`config.mk`:
```
export PLATFORM = sky130hd
export DESIGN_NAME = sha1_message_digest
export DESIGN_NICKNAME = d
export VERILOG_FILES = /design/src/hw/rtl/sha1md_pkg.sv /design/src/hw/rtl/sha1md_core.sv /design/src/hw/rtl/sha1_message_digest.sv
export SDC_FILE = /design/constraint.sdc
export NUM_CORES = 2
export LEC_CHECK = 0
export BUFFER_PORTS_ARGS = -buffer_cell sky130_fd_sc_hd__buf_2
export CORE_MARGIN = 10
export CORE_UTILIZATION = 44
export DETAILED_ROUTE_END_ITERATION = 16
export GPL_TIMING_DRIVEN = 1
export SYNTH_ARGS = -nofsm -noshare
export SYNTH_HDL_FRONTEND = slang
export SYNTH_SLANG_ARGS = --single-unit
```
`constraint.sdc`:
```
create_clock -name clk -period 30.5 [get_ports clk]
set_input_delay 4.575 -clock clk [delete_from_list [all_inputs] [get_ports clk]]
set_output_delay 4.575 -clock clk [all_outputs]
set_load 0.02 [all_outputs]
```
`src/hw/rtl/sha1md_pkg.sv`:
```
`default_nettype none

package sha1md_pkg;

    typedef logic [31:0] word_t;

    // five chaining words, word 0 is H0
    typedef logic [4:0][31:0] chain_t;

    // round constants per twenty-round group
    localparam word_t K_0 = 32'h5A827999;
    localparam word_t K_1 = 32'h6ED9EBA1;
    localparam word_t K_2 = 32'h8F1BBCDC;
    localparam word_t K_3 = 32'hCA62C1D6;

    // initial chaining value
    localparam chain_t H_INIT = {32'hC3D2E1F0, 32'h10325476, 32'h98BADCFE,
                                 32'hEFCDAB89, 32'h67452301};

    localparam int ROUNDS    = 80;
    localparam int ROUND_W   = $clog2(ROUNDS);
    localparam int COUNT_W   = 61;
    localparam int NUM_WORDS = 5;
    localparam int OUT_IDX_W = $clog2(NUM_WORDS);

    localparam logic [7:0] PAD_BYTE = 8'h80;

    // commands from the byte sequencer to the round core
    typedef struct packed {
        logic  push;  // shift word into the schedule line
        logic  go;    // this word completes a block, start the rounds
        logic  init;  // reload the initial chaining value
        word_t word;
    } core_cmd_t;

endpackage

`default_nettype wire

```
`src/hw/rtl/sha1md_core.sv`:
```
`default_nettype none

module sha1md_core (
    input  wire                   clk,
    input  wire                   rst_n,
    input  sha1md_pkg::core_cmd_t cmd,
    output logic                  done,
    output sha1md_pkg::chain_t    chain
);

    typedef enum logic [2:0] {
        C_IDLE = 3'b001,
        C_RUN  = 3'b010,
        C_FOLD = 3'b100
    } core_state_t;

    core_state_t                     state_reg, state_next;
    logic [sha1md_pkg::ROUND_W-1:0]  round_reg, round_next;
    logic                            done_reg, done_next;
    sha1md_pkg::chain_t              h_reg, h_next;
    sha1md_pkg::chain_t              v_reg, v_next;
    logic [15:0][31:0]               w_reg, w_next;

    sha1md_pkg::word_t a, b, c, d, e;
    sha1md_pkg::word_t f, k, w_new, t;

    // one round of the compression on the working variables
    always_comb
    begin
        a = v_reg[0];
        b = v_reg[1];
        c = v_reg[2];
        d = v_reg[3];
        e = v_reg[4];
        w_new = w_reg[13] ^ w_reg[8] ^ w_reg[2] ^ w_reg[0];
        w_new = {w_new[30:0], w_new[31]};
        priority if (round_reg < sha1md_pkg::ROUND_W'(20))
        begin
            f = (b & c) | (~b & d);
            k = sha1md_pkg::K_0;
        end
        else if (round_reg < sha1md_pkg::ROUND_W'(40))
        begin
            f = b ^ c ^ d;
            k = sha1md_pkg::K_1;
        end
        else if (round_reg < sha1md_pkg::ROUND_W'(60))
        begin
            f = (b & c) | (b & d) | (c & d);
            k = sha1md_pkg::K_2;
        end
        else
        begin
            f = b ^ c ^ d;
            k = sha1md_pkg::K_3;
        end
        t = {a[26:0], a[31:27]} + f + e + k + w_reg[0];
    end

    // sequencer: load, 80 rounds, fold into the chaining words
    always_comb
    begin
        state_next = state_reg;
        round_next = round_reg;
        done_next  = 1'b0;
        h_next     = h_reg;
        v_next     = v_reg;
        w_next     = w_reg;
        unique case (state_reg)
            C_IDLE:
            begin
                if (cmd.init)
                begin
                    h_next = sha1md_pkg::H_INIT;
                end
                if (cmd.push)
                begin
                    w_next = {cmd.word, w_reg[15:1]};
                    if (cmd.go)
                    begin
                        v_next     = h_reg;
                        round_next = '0;
                        state_next = C_RUN;
                    end
                end
            end
            C_RUN:
            begin
                v_next     = {d, c, {b[1:0], b[31:2]}, a, t};
                w_next     = {w_new, w_reg[15:1]};
                round_next = round_reg + 1'b1;
                if (round_reg == sha1md_pkg::ROUND_W'(sha1md_pkg::ROUNDS - 1))
                begin
                    state_next = C_FOLD;
                end
            end
            C_FOLD:
            begin
                for (int i = 0; i < sha1md_pkg::NUM_WORDS; i++)
                begin
                    h_next[i] = h_reg[i] + v_reg[i];
                end
                done_next  = 1'b1;
                state_next = C_IDLE;
            end
            default:
            begin
                state_next = C_IDLE;
            end
        endcase
    end

    always_ff @(posedge clk or negedge rst_n)
    begin
        if (!rst_n)
        begin
            state_reg <= C_IDLE;
            round_reg <= '0;
            done_reg  <= 1'b0;
            h_reg     <= sha1md_pkg::H_INIT;
        end
        else
        begin
            state_reg <= state_next;
            round_reg <= round_next;
            done_reg  <= done_next;
            h_reg     <= h_next;
        end
    end

    // schedule line and working variables
    always_ff @(posedge clk)
    begin
        v_reg <= v_next;
        w_reg <= w_next;
    end

    assign done  = done_reg;
    assign chain = h_reg;

    // round counter stays inside the 80 rounds
    assert property (@(posedge clk) disable iff (!rst_n)
        (state_reg == C_RUN) |-> (round_reg < sha1md_pkg::ROUND_W'(sha1md_pkg::ROUNDS)))
        else $error("round counter out of range");

    // done follows the fold cycle only
    assert property (@(posedge clk) disable iff (!rst_n)
        $rose(done_reg) |-> ($past(state_reg) == C_FOLD))
        else $error("done without fold");

    // no word pushed while rounds are running
    assert property (@(posedge clk) disable iff (!rst_n)
        cmd.push |-> (state_reg == C_IDLE))
        else $error("push while core busy");

    // a finished block leaves the core idle
    assert property (@(posedge clk) disable iff (!rst_n)
        done_reg |-> (state_reg == C_IDLE))
        else $error("core not idle after fold");

endmodule

`default_nettype wire

```
`src/hw/rtl/sha1_message_digest.sv`:
```
// SHA-1 digest of a byte stream.
// Input channel s_*: one message byte per item in s_tdata[7:0]; s_tuser says the
// item carries a byte, s_tlast marks the final item of a message. A final item
// with s_tuser low ends the message without a byte (used for the empty message).
// An item with both s_tuser and s_tlast low is taken and ignored.
// Output channel m_*: five 32-bit digest words, H0 first, s_tlast-style m_tlast
// on the fifth word.
// Throughput: one byte per cycle while s_tready is high; the 64th byte of a block
// starts the shared round core (80 rounds, a fold into the chaining words, then
// the sequencer resumes). After the final item the padding bytes go in at one
// per cycle up to the end of the block, each padded block followed by a
// compression (one or two of them), then the five words are offered, one per
// cycle while m_tready is high. The round core is the bottleneck for a long
// message.
// s_tready is low while a block compresses, during padding and while the
// digest is offered; a stalled receiver simply holds the block in that state.
// Reset restores the initial chaining value and clears the byte count; after
// the fifth word is taken the block re-initializes for the next message.

`default_nettype none

module sha1_message_digest (
    input  wire         clk,
    input  wire         rst_n,
    input  wire         s_tvalid,
    output logic        s_tready,
    input  wire  [7:0]  s_tdata,   // data_byte
    input  wire         s_tuser,   // byte_present
    input  wire         s_tlast,   // message_end
    output logic        m_tvalid,
    input  wire         m_tready,
    output logic [31:0] m_tdata,   // digest_word
    output logic        m_tlast    // digest_last
);

    typedef enum logic [4:0] {
        S_IDLE = 5'b00001,
        S_COMP = 5'b00010,
        S_PAD  = 5'b00100,
        S_PCMP = 5'b01000,
        S_OUT  = 5'b10000
    } state_t;

    state_t                             state_reg, state_next;
    logic [sha1md_pkg::COUNT_W-1:0]     count_reg, count_next;
    logic [23:0]                        acc_reg, acc_next;
    logic [5:0]                         pad_pos_reg, pad_pos_next;
    logic                               pad_first_reg, pad_first_next;
    logic                               len_blk_reg, len_blk_next;
    logic                               fin_reg, fin_next;
    logic                               end_pend_reg, end_pend_next;
    logic [sha1md_pkg::OUT_IDX_W-1:0]   out_idx_reg, out_idx_next;

    sha1md_pkg::core_cmd_t cmd;
    sha1md_pkg::chain_t    chain;
    logic                  core_done;

    logic       in_acc, out_acc;
    logic       push_en;
    logic       init_req;
    logic [7:0] push_byte;
    logic [5:0] push_pos;
    logic       len_eff;
    logic [63:0] bit_len;
    logic [5:0] pos;

    sha1md_core u_core (
        .clk   (clk),
        .rst_n (rst_n),
        .cmd   (cmd),
        .done  (core_done),
        .chain (chain)
    );

    assign s_tready = (state_reg == S_IDLE);
    assign m_tvalid = (state_reg == S_OUT);
    assign in_acc   = s_tvalid & s_tready;
    assign out_acc  = m_tvalid & m_tready;
    assign m_tdata  = chain[out_idx_reg];
    assign m_tlast  = (out_idx_reg == sha1md_pkg::OUT_IDX_W'(sha1md_pkg::NUM_WORDS - 1));
    assign bit_len  = {count_reg, 3'b000};
    assign pos      = count_reg[5:0];
    assign len_eff  = pad_first_reg ? (pad_pos_reg[5:3] != 3'b111) : len_blk_reg;

    // byte sequencer: message bytes, padding, length, digest readout
    always_comb
    begin
        state_next     = state_reg;
        count_next     = count_reg;
        pad_pos_next   = pad_pos_reg;
        pad_first_next = pad_first_reg;
        len_blk_next   = len_blk_reg;
        fin_next       = fin_reg;
        end_pend_next  = end_pend_reg;
        out_idx_next   = out_idx_reg;
        push_en        = 1'b0;
        push_byte      = s_tdata;
        push_pos       = pos;
        init_req       = 1'b0;
        unique case (state_reg)
            S_IDLE:
            begin
                if (in_acc)
                begin
                    if (s_tuser)
                    begin
                        push_en    = 1'b1;
                        count_next = count_reg + 1'b1;
                    end
                    if (s_tuser && pos == 6'd63)
                    begin
                        end_pend_next = s_tlast;
                        state_next    = S_COMP;
                    end
                    else if (s_tlast)
                    begin
                        pad_pos_next   = s_tuser ? pos + 1'b1 : pos;
                        pad_first_next = 1'b1;
                        state_next     = S_PAD;
                    end
                end
            end
            S_COMP:
            begin
                if (core_done)
                begin
                    if (end_pend_reg)
                    begin
                        pad_pos_next   = '0;
                        pad_first_next = 1'b1;
                        state_next     = S_PAD;
                    end
                    else
                    begin
                        state_next = S_IDLE;
                    end
                end
            end
            S_PAD:
            begin
                push_en  = 1'b1;
                push_pos = pad_pos_reg;
                priority if (pad_first_reg)
                begin
                    push_byte = sha1md_pkg::PAD_BYTE;
                end
                else if (len_eff && pad_pos_reg[5:3] == 3'b111)
                begin
                    push_byte = bit_len[{~pad_pos_reg[2:0], 3'b000} +: 8];
                end
                else
                begin
                    push_byte = 8'h00;
                end
                pad_first_next = 1'b0;
                len_blk_next   = len_eff;
                pad_pos_next   = pad_pos_reg + 1'b1;
                if (pad_pos_reg == 6'd63)
                begin
                    fin_next   = len_eff;
                    state_next = S_PCMP;
                end
            end
            S_PCMP:
            begin
                if (core_done)
                begin
                    if (fin_reg)
                    begin
                        out_idx_next = '0;
                        state_next   = S_OUT;
                    end
                    else
                    begin
                        len_blk_next = 1'b1;
                        state_next   = S_PAD;
                    end
                end
            end
            S_OUT:
            begin
                if (out_acc)
                begin
                    if (m_tlast)
                    begin
                        init_req   = 1'b1;
                        count_next = '0;
                        state_next = S_IDLE;
                    end
                    else
                    begin
                        out_idx_next = out_idx_reg + 1'b1;
                    end
                end
            end
            default:
            begin
                state_next = S_IDLE;
            end
        endcase
    end

    // gather bytes into big-endian words for the schedule line
    always_comb
    begin
        cmd.init = init_req;
        cmd.push = push_en && (push_pos[1:0] == 2'b11);
        cmd.go   = cmd.push && (push_pos == 6'd63);
        cmd.word = {acc_reg, push_byte};
        acc_next = push_en ? {acc_reg[15:0], push_byte} : acc_reg;
    end

    always_ff @(posedge clk or negedge rst_n)
    begin
        if (!rst_n)
        begin
            state_reg     <= S_IDLE;
            count_reg     <= '0;
            pad_pos_reg   <= '0;
            pad_first_reg <= 1'b0;
            len_blk_reg   <= 1'b0;
            fin_reg       <= 1'b0;
            end_pend_reg  <= 1'b0;
            out_idx_reg   <= '0;
        end
        else
        begin
            state_reg     <= state_next;
            count_reg     <= count_next;
            pad_pos_reg   <= pad_pos_next;
            pad_first_reg <= pad_first_next;
            len_blk_reg   <= len_blk_next;
            fin_reg       <= fin_next;
            end_pend_reg  <= end_pend_next;
            out_idx_reg   <= out_idx_next;
        end
    end

    always_ff @(posedge clk)
    begin
        acc_reg <= acc_next;
    end

    // no new item while the digest is offered
    assert property (@(posedge clk) disable iff (!rst_n)
        m_tvalid |-> !s_tready)
        else $error("input ready during digest output");

    // the core only finishes while the sequencer waits on it
    assert property (@(posedge clk) disable iff (!rst_n)
        core_done |-> (state_reg == S_COMP || state_reg == S_PCMP))
        else $error("unexpected compression done");

    // the byte count restarts after the final word
    assert property (@(posedge clk) disable iff (!rst_n)
        (m_tvalid && m_tready && m_tlast) |=> (count_reg == '0))
        else $error("byte count not cleared after digest");

    // a block start only comes while taking bytes or padding
    assert property (@(posedge clk) disable iff (!rst_n)
        cmd.go |-> (state_reg == S_IDLE || state_reg == S_PAD))
        else $error("block start from wrong state");

endmodule

`default_nettype wire
```
# After elaboration in Yosys (flattened, before gate mapping)
# Cells that the tools add are included.
[totals] regBits=946 word_cells=199 output_inout_bits=35 input_bits=14
[classes] n_mux=71 order_cmp=4 addsub=14 reduce_logical=21 n_bitwise=16 shifts=1 n_eq_ne=34
[op_table] operator="case mux 512 bit (2 select lines)" n=1
[op_table] operator="case mux 160 bit (2 select lines)" n=2
[op_table] operator="two-way mux 512 bit" n=1
[op_table] operator="two-way mux 160 bit" n=3
[op_table] operator="adder 32 bit" n=9
[op_table] operator="two-way mux 61 bit" n=4
[op_table] operator="two-way mux 32 bit" n=6
[op_table] operator="XOR 32 bit" n=5
[op_table] operator="AND 32 bit" n=4
[op_table] operator="case mux 61 bit (2 select lines)" n=1
[op_table] operator="binary-select mux 32 bit (select 3 bit)" n=1
[op_table] operator="OR 32 bit" n=3
[op_table] operator="indexed part select 64 x 7 -> 8 bit" n=1
[op_table] operator="adder 61 x 1 -> 61 bit (second input constant)" n=1
[op_table] operator="two-way mux 5 bit" n=9
[op_table] operator="two-way mux 6 bit" n=7
[op_table] operator="inverter 32 bit" n=1
[op_table] operator="two-way mux 31 bit" n=1
[op_table] operator="case mux 5 bit (5 select lines)" n=1
[op_table] operator="two-way mux 3 bit" n=8
[op_table] operator="two-way mux 8 bit" n=3
[op_table] operator="== test 6 bit (second input constant)" n=3
[op_table] operator="inequality test 2 bit (second input constant)" n=9
[op_table] operator="case mux 6 bit (3 select lines)" n=1
[op_table] operator="35 further kinds" n=76

# Logic depth before layout (Yosys ltp)
[logic_depth] depth_word=11 mapped_depth=28 depth_no_buf=26

# Cells and area by module
# A second synthesis with hierarchy kept.
[hier_totals] hier_cells=4285 area_unflattened_um2=49492.5
[modules_own_cells] mod="sha1md_core" area_per_inst_um2=42379.4 n_inst=1 seq_area_each_um2=24559.8 cells_per_inst=3506
[modules_own_cells] mod="sha1_message_digest" area_per_inst_um2=7113.1 n_inst=1 seq_area_each_um2=2698.8 cells_per_inst=779

# Worst setup path before layout
# No wires, ideal clock.
[synth_timing] path_kind="input -> register" from="input s_tuser" to="register u_core.w_reg[0] in the netlist's numbering, enable pin" arrival_time_ps=16312 stages=6 n_path_buf=2 path_slack_ps=13287 setup_time_ps=901 required_ps=29599 cell_sequence="buf_2 -> and3_1 -> buf_2 -> a31oi_1 -> or4b_1 -> nand2_1"
[synth_via] elab_chain_len=6
[synth_lines] item="from (decl)" line="sha1_message_digest.sv:28" source="input wire s_tuser,"
[synth_lines] item="two-way mux 1 bit" line="sha1_message_digest.sv:105" source="if (s_tuser)"
[synth_lines] item="two-way mux 1 bit" line="sha1_message_digest.sv:103" source="if (in_acc)"
[synth_lines] item="case mux 1 bit (2 select lines)" line="sha1_message_digest.sv:100" source="unique case (state_reg)"
[synth_lines] item="logical AND 1 bit" line="sha1_message_digest.sv:207" source="cmd.push = push_en && (push_pos[1:0] == 2'b11);"
[synth_lines] item="inequality test 2 bit (no source line)"
[synth_lines] item="AND reduction 2 bit (no source line)"
[synth_lines] item="to (signal assigned)" line="sha1md_core.sv:135" source="w_reg <= w_next;"
[synth_lines] item="to (decl)" line="sha1md_core.sv:22" source="logic [15:0][31:0] w_reg, w_next;"
# No other way between the ends.
# A chain may end at the register's enable or synchronous reset.

# Worst setup path in the final report
[layout_timing] from="input s_tuser" to="register u_core.v_reg (netlist bit u_core.d[23]), enable pin"
[layout_via] elab_chain_len=7 elab_cells_between_ends=8 classes_between="2 x eq/ne; 3 x mux; 3 x reduce/logical"
[layout_lines] item="two-way mux 1 bit (*)" line="sha1_message_digest.sv:105"
[layout_lines] item="two-way mux 1 bit (*)" line="sha1_message_digest.sv:103"
[layout_lines] item="case mux 1 bit (2 select lines) (*)" line="sha1_message_digest.sv:100"
[layout_lines] item="logical AND 1 bit (*)" line="sha1_message_digest.sv:207"
[layout_lines] item="logical AND 1 bit" line="sha1_message_digest.sv:208" source="cmd.go = cmd.push && (push_pos == 6'd63);"
[layout_lines] item="inequality test 2 bit (no source line)"
[layout_lines] item="AND reduction 3 bit (no source line) (*)"
[layout_lines] item="to (signal assigned)" line="sha1md_core.sv:134" source="v_reg <= v_next;"
[layout_lines] item="to (decl)" line="sha1md_core.sv:21" source="sha1md_pkg::chain_t v_reg, v_next;"
# Every way passes the cells marked *; elsewhere a longest branch is shown, timed or not.

==> results by group <==
Timing
  – Relative slew slack: 22.6%
  – Hold Slack: 0.409 ns
  – Fin crit share: 27.0%
  – Hold Vio Cnt, Final: 0
  – Slew Viols, Final: 0
  – RSZ-0062 raised after global routing: no
  – Clock Skew: 0.0437 ns
  – Worst Max-Slew Pin Slew: 1.13 ns
  – Peak Freq: 122 MHz
  – Fin crit period: 8.23 ns
  – # setup viols final: 0
  – TNS Setup: 0 ns

Global routing
  – Number of global-route vias before repair: 31218
  – Overflow after GRT: 0
  – Initial antenna violation count: 1
  – First-pass GRT wire length: 183 mm
  – Largest net degree at the start of global routing: 199
  – Overall global routing resource usage: 18.5%

Critical path
  – Worst path arrival time: 8.52 ns
  – Crit path buffers/inverters: 3
  – Critical Path RT: 30.79 ns
  – Largest delay contributor family on the critical path: buffers and inverters
  – Worst Setup End Kind: register
  – Setup crit start kind: input port
  – Most used cell, CP: buf_4
  – CP cell instances: buf_2, and3_1, a31oi_1, or4b_1, a21oi_2, or2_4, buf_4, buf_4
  – Crit Path Category: input port to register
  – Slowest-stage cell, CP: buf_4
  – Crit-path max cell delay: 0.88 ns
  – Maximum fanout along the worst path: 69

Yosys
  – Number of synthesized flops with an enable pin: 696
  – Synth Flop Type: edfxtp_1
  – Area share of the largest cell type after synthesis: 42.7%
  – Post-synth ARST share: 26.4%
  – Synth cell types: 91
  – Synthesized instance count: 4239
  – Synthesized area: 49000 µm²
  – Largest area contributor in the netlist: edfxtp_1
  – Mapped Nets: 4602
  – Warnings from Yosys: 0
  – Sequential share of the synthesized area: 55.7%
  – Synth area leaders: edfxtp_1 (43%), dfrtp_1 (8.6%), ha_1 (5.7%), nand2_1 (5.1%), fa_1 (5.1%)
  – Number of synthesized register bits: 946
  – Syn Area/Cell: 11.6 µm²

Route
  – Final ANT Viol Nets: 0
  – DRC viols: 0
  – Number of DRC markers in iteration 0: 2695
  – Routed WL per cell: 20.2 µm
  – Post-Route WL: 118 mm
  – Router iterations before antenna repair: 6
  – Via count: 31826
  – Via density: 5.43

Final layout
  – Area grow syn2layout: 11.0%
  – Layout cells sized above 1: 8.60%
  – Register area: 27300 µm²
  – # diodes: 0
  – FILL cells: 9876
  – Multi-input logic area: 20400 µm²
  – NumNets Final: 4647
  – Max reg flops: 512

Clock network
  – Worst-skew pair later-pin latency: 0.70 ns
  – CTS-repair resized insts: 0
  – CTS sink count: 946
  – CTS tree: done
  – H-tree level count: 3
  – Cts-stage hold buffer count: 0
  – CTS Buffer Depth: 3
  – Clock root cell: clkbuf_16
  – Post-CTS setup buffer count: 0
  – Clock buffer count from CTS: 101
  – Worst-path clk slew: 0.06 ns

Hold path
  – HP Class: register to register

Pwr
  – Max VDD drop: 48.8 µV
  – Power Dens Cells: 60.9 nW/µm²
  – Clock power frac: 38.3%
  – Power Total: 3.31 mW
  – Leak: 20.4 nW
  – Psw: 0.840 mW
  – Flop pwr share: 50.7%
  – Power share of the combinational group: 11.0%
  – Internal cell power: 2.47 mW
  – Switch share: 25.4%

Die
  – # IOs: 49
  – Row Count: 122
  – Die area: 125000 µm²
  – Starting Density: 44.3%
  – Core ar.: 111000 µm²
  – Die width: 354 µm
  – Die height: 354 µm

Place
  – DP HPWL: 82.2 mm
  – Port Buf Inserts: 48
  – Placer Congestion: 0.900

Job
  – Maximum capacitance violations: 0

Status
  – Status: finished, final reports clean
power by group through the flow:
stage / sequential (mW) / clock (mW) / combinational [mW]
CTS: 1.68 / 1.30 / 0.369
global route: 1.69 / 1.35 / 0.407
finish: 1.68 / 1.27 / 0.364
detailed placement: 1.70 / 0 / 0.367
floorplan: 1.77 / 0 / 0.265
global placement: 1.70 / 0 / 0.363
layout by cell type (no fill, tap or decap), types with 47 or more instances in the layout:
| master | n |
|---|---|
| a21oi_1 | 269 |
| clkbuf_16 | 103 |
| inv_1 | 208 |
| xnor2_1 | 199 |
| buf_2 | 47 |
| ha_1 | 225 |
| xor2_1 | 122 |
| nor2_1 | 290 |
| o21ai_0 | 254 |
| dfrtp_1 | 166 |
| a21o_1 | 74 |
| dfstp_2 | 82 |
| mux2i_1 | 81 |
| nand2_1 | 664 |
| nand3_1 | 74 |
| fa_1 | 124 |
| nor2b_1 | 51 |
| edfxtp_1 | 696 |
metal layers:
metal / vias up / track usage [%] / share of wire, %
met3: 206 / 2.50 / 4.6
li1: 15161 / - / -
met4: 0 / 7.22 / 3.9
met5: - / 0 / 0
met1: 15675 / 26.7 / 47
met2: 784 / 28.2 / 44
path summary, 6_finish.rpt:
kind                                                 startpoint                             to  slack [ns]  depth (start not counted)
max in group asynchronous                                 rst_n      count_reg[21]$_DFFE_PN0P_       23.69                          4
worst min register to register       u_core.w_reg[63]$_DFFE_PP_     u_core.w_reg[31]$_DFFE_PP_        0.41                          0
min in group asynchronous                                 rst_n  u_core.chain[126]$_DFFE_PN0P_        3.93                          1
worst max register to register  u_core.round_reg[3]$_DFFE_PN0P_         u_core.a[31]$_DFFE_PP_       22.56                         25
worst max-delay path                                    s_tuser         u_core.d[23]$_DFFE_PP_       22.27                          8
worst min-delay path                 u_core.w_reg[63]$_DFFE_PP_     u_core.w_reg[31]$_DFFE_PP_        0.41                          0
final cells by class:
cell class | instances | area share, %
Clock buffer | 131 | 5.06
Tap cell | 1488 | 3.42
Clock inverter | 59 | 1.32
Multi-Input combinational cell | 2944 | 37.6
Inverter | 211 | 1.46
Sequential cell | 946 | 50.2
Timing Repair Buffer | 80 | 0.971
synth_stat cells (7+ instances only):
cell and count:
a21o_1 75, o211ai_1 16, fa_1 124, xnor2_1 199
a31oi_1 23, dfrtp_1 168, o32ai_1 23, nor3_1 27
a211oi_1 22, o21a_1 19, ha_1 225, dfstp_2 82
a21oi_1 270, and2_1 16, or2_2 9, clkbuf_1 120
nand2b_1 28, o21ai_0 254, o31ai_1 15, nand2_1 666
mux2i_1 81, o22ai_1 38, edfxtp_1 696, mux4_2 13
xor2_1 122, inv_1 208, nor2_1 292, nand4_1 22
o21bai_1 31, buf_1 14, and3_1 38, o22a_1 10
a22o_1 14, nand3_1 74, nor4_1 7, nor2b_1 51
or3_1 22, o32a_1 7
cells by family (layout without fill, tap and decap cells):
group | Yosys count | after routing | share of synthesized area, %
DFF | 946 | 946 | 55.7
AOI/OAI and AO/OA | 888 | 888 | 11.2
xor gates and xnor gates | 321 | 321 | 5.74
adders and majority gates | 349 | 349 | 10.8
muxes | 98 | 98 | 2.35
buffers and inverters | 349 | 481 | 2.69
and+or+nand+nor | 1288 | 1288 | 11.5
per-stage QoR:
step / cells / instance area, µm² / setup WS, ns / util, %
finish: 5859 / 54400 / 22.27 / 49.2
floorplan: 4239 / 49000 / 13.29 / -
CTS: 5859 / 54400 / 22.26 / 49.2
global placement: 5669 / 50900 / 21.65 / 46.0
detailed placement: 5669 / 50900 / 21.58 / 46.0
global route: 5859 / 54400 / 22.01 / 49.2
Power figures use the tool's default switching activity.
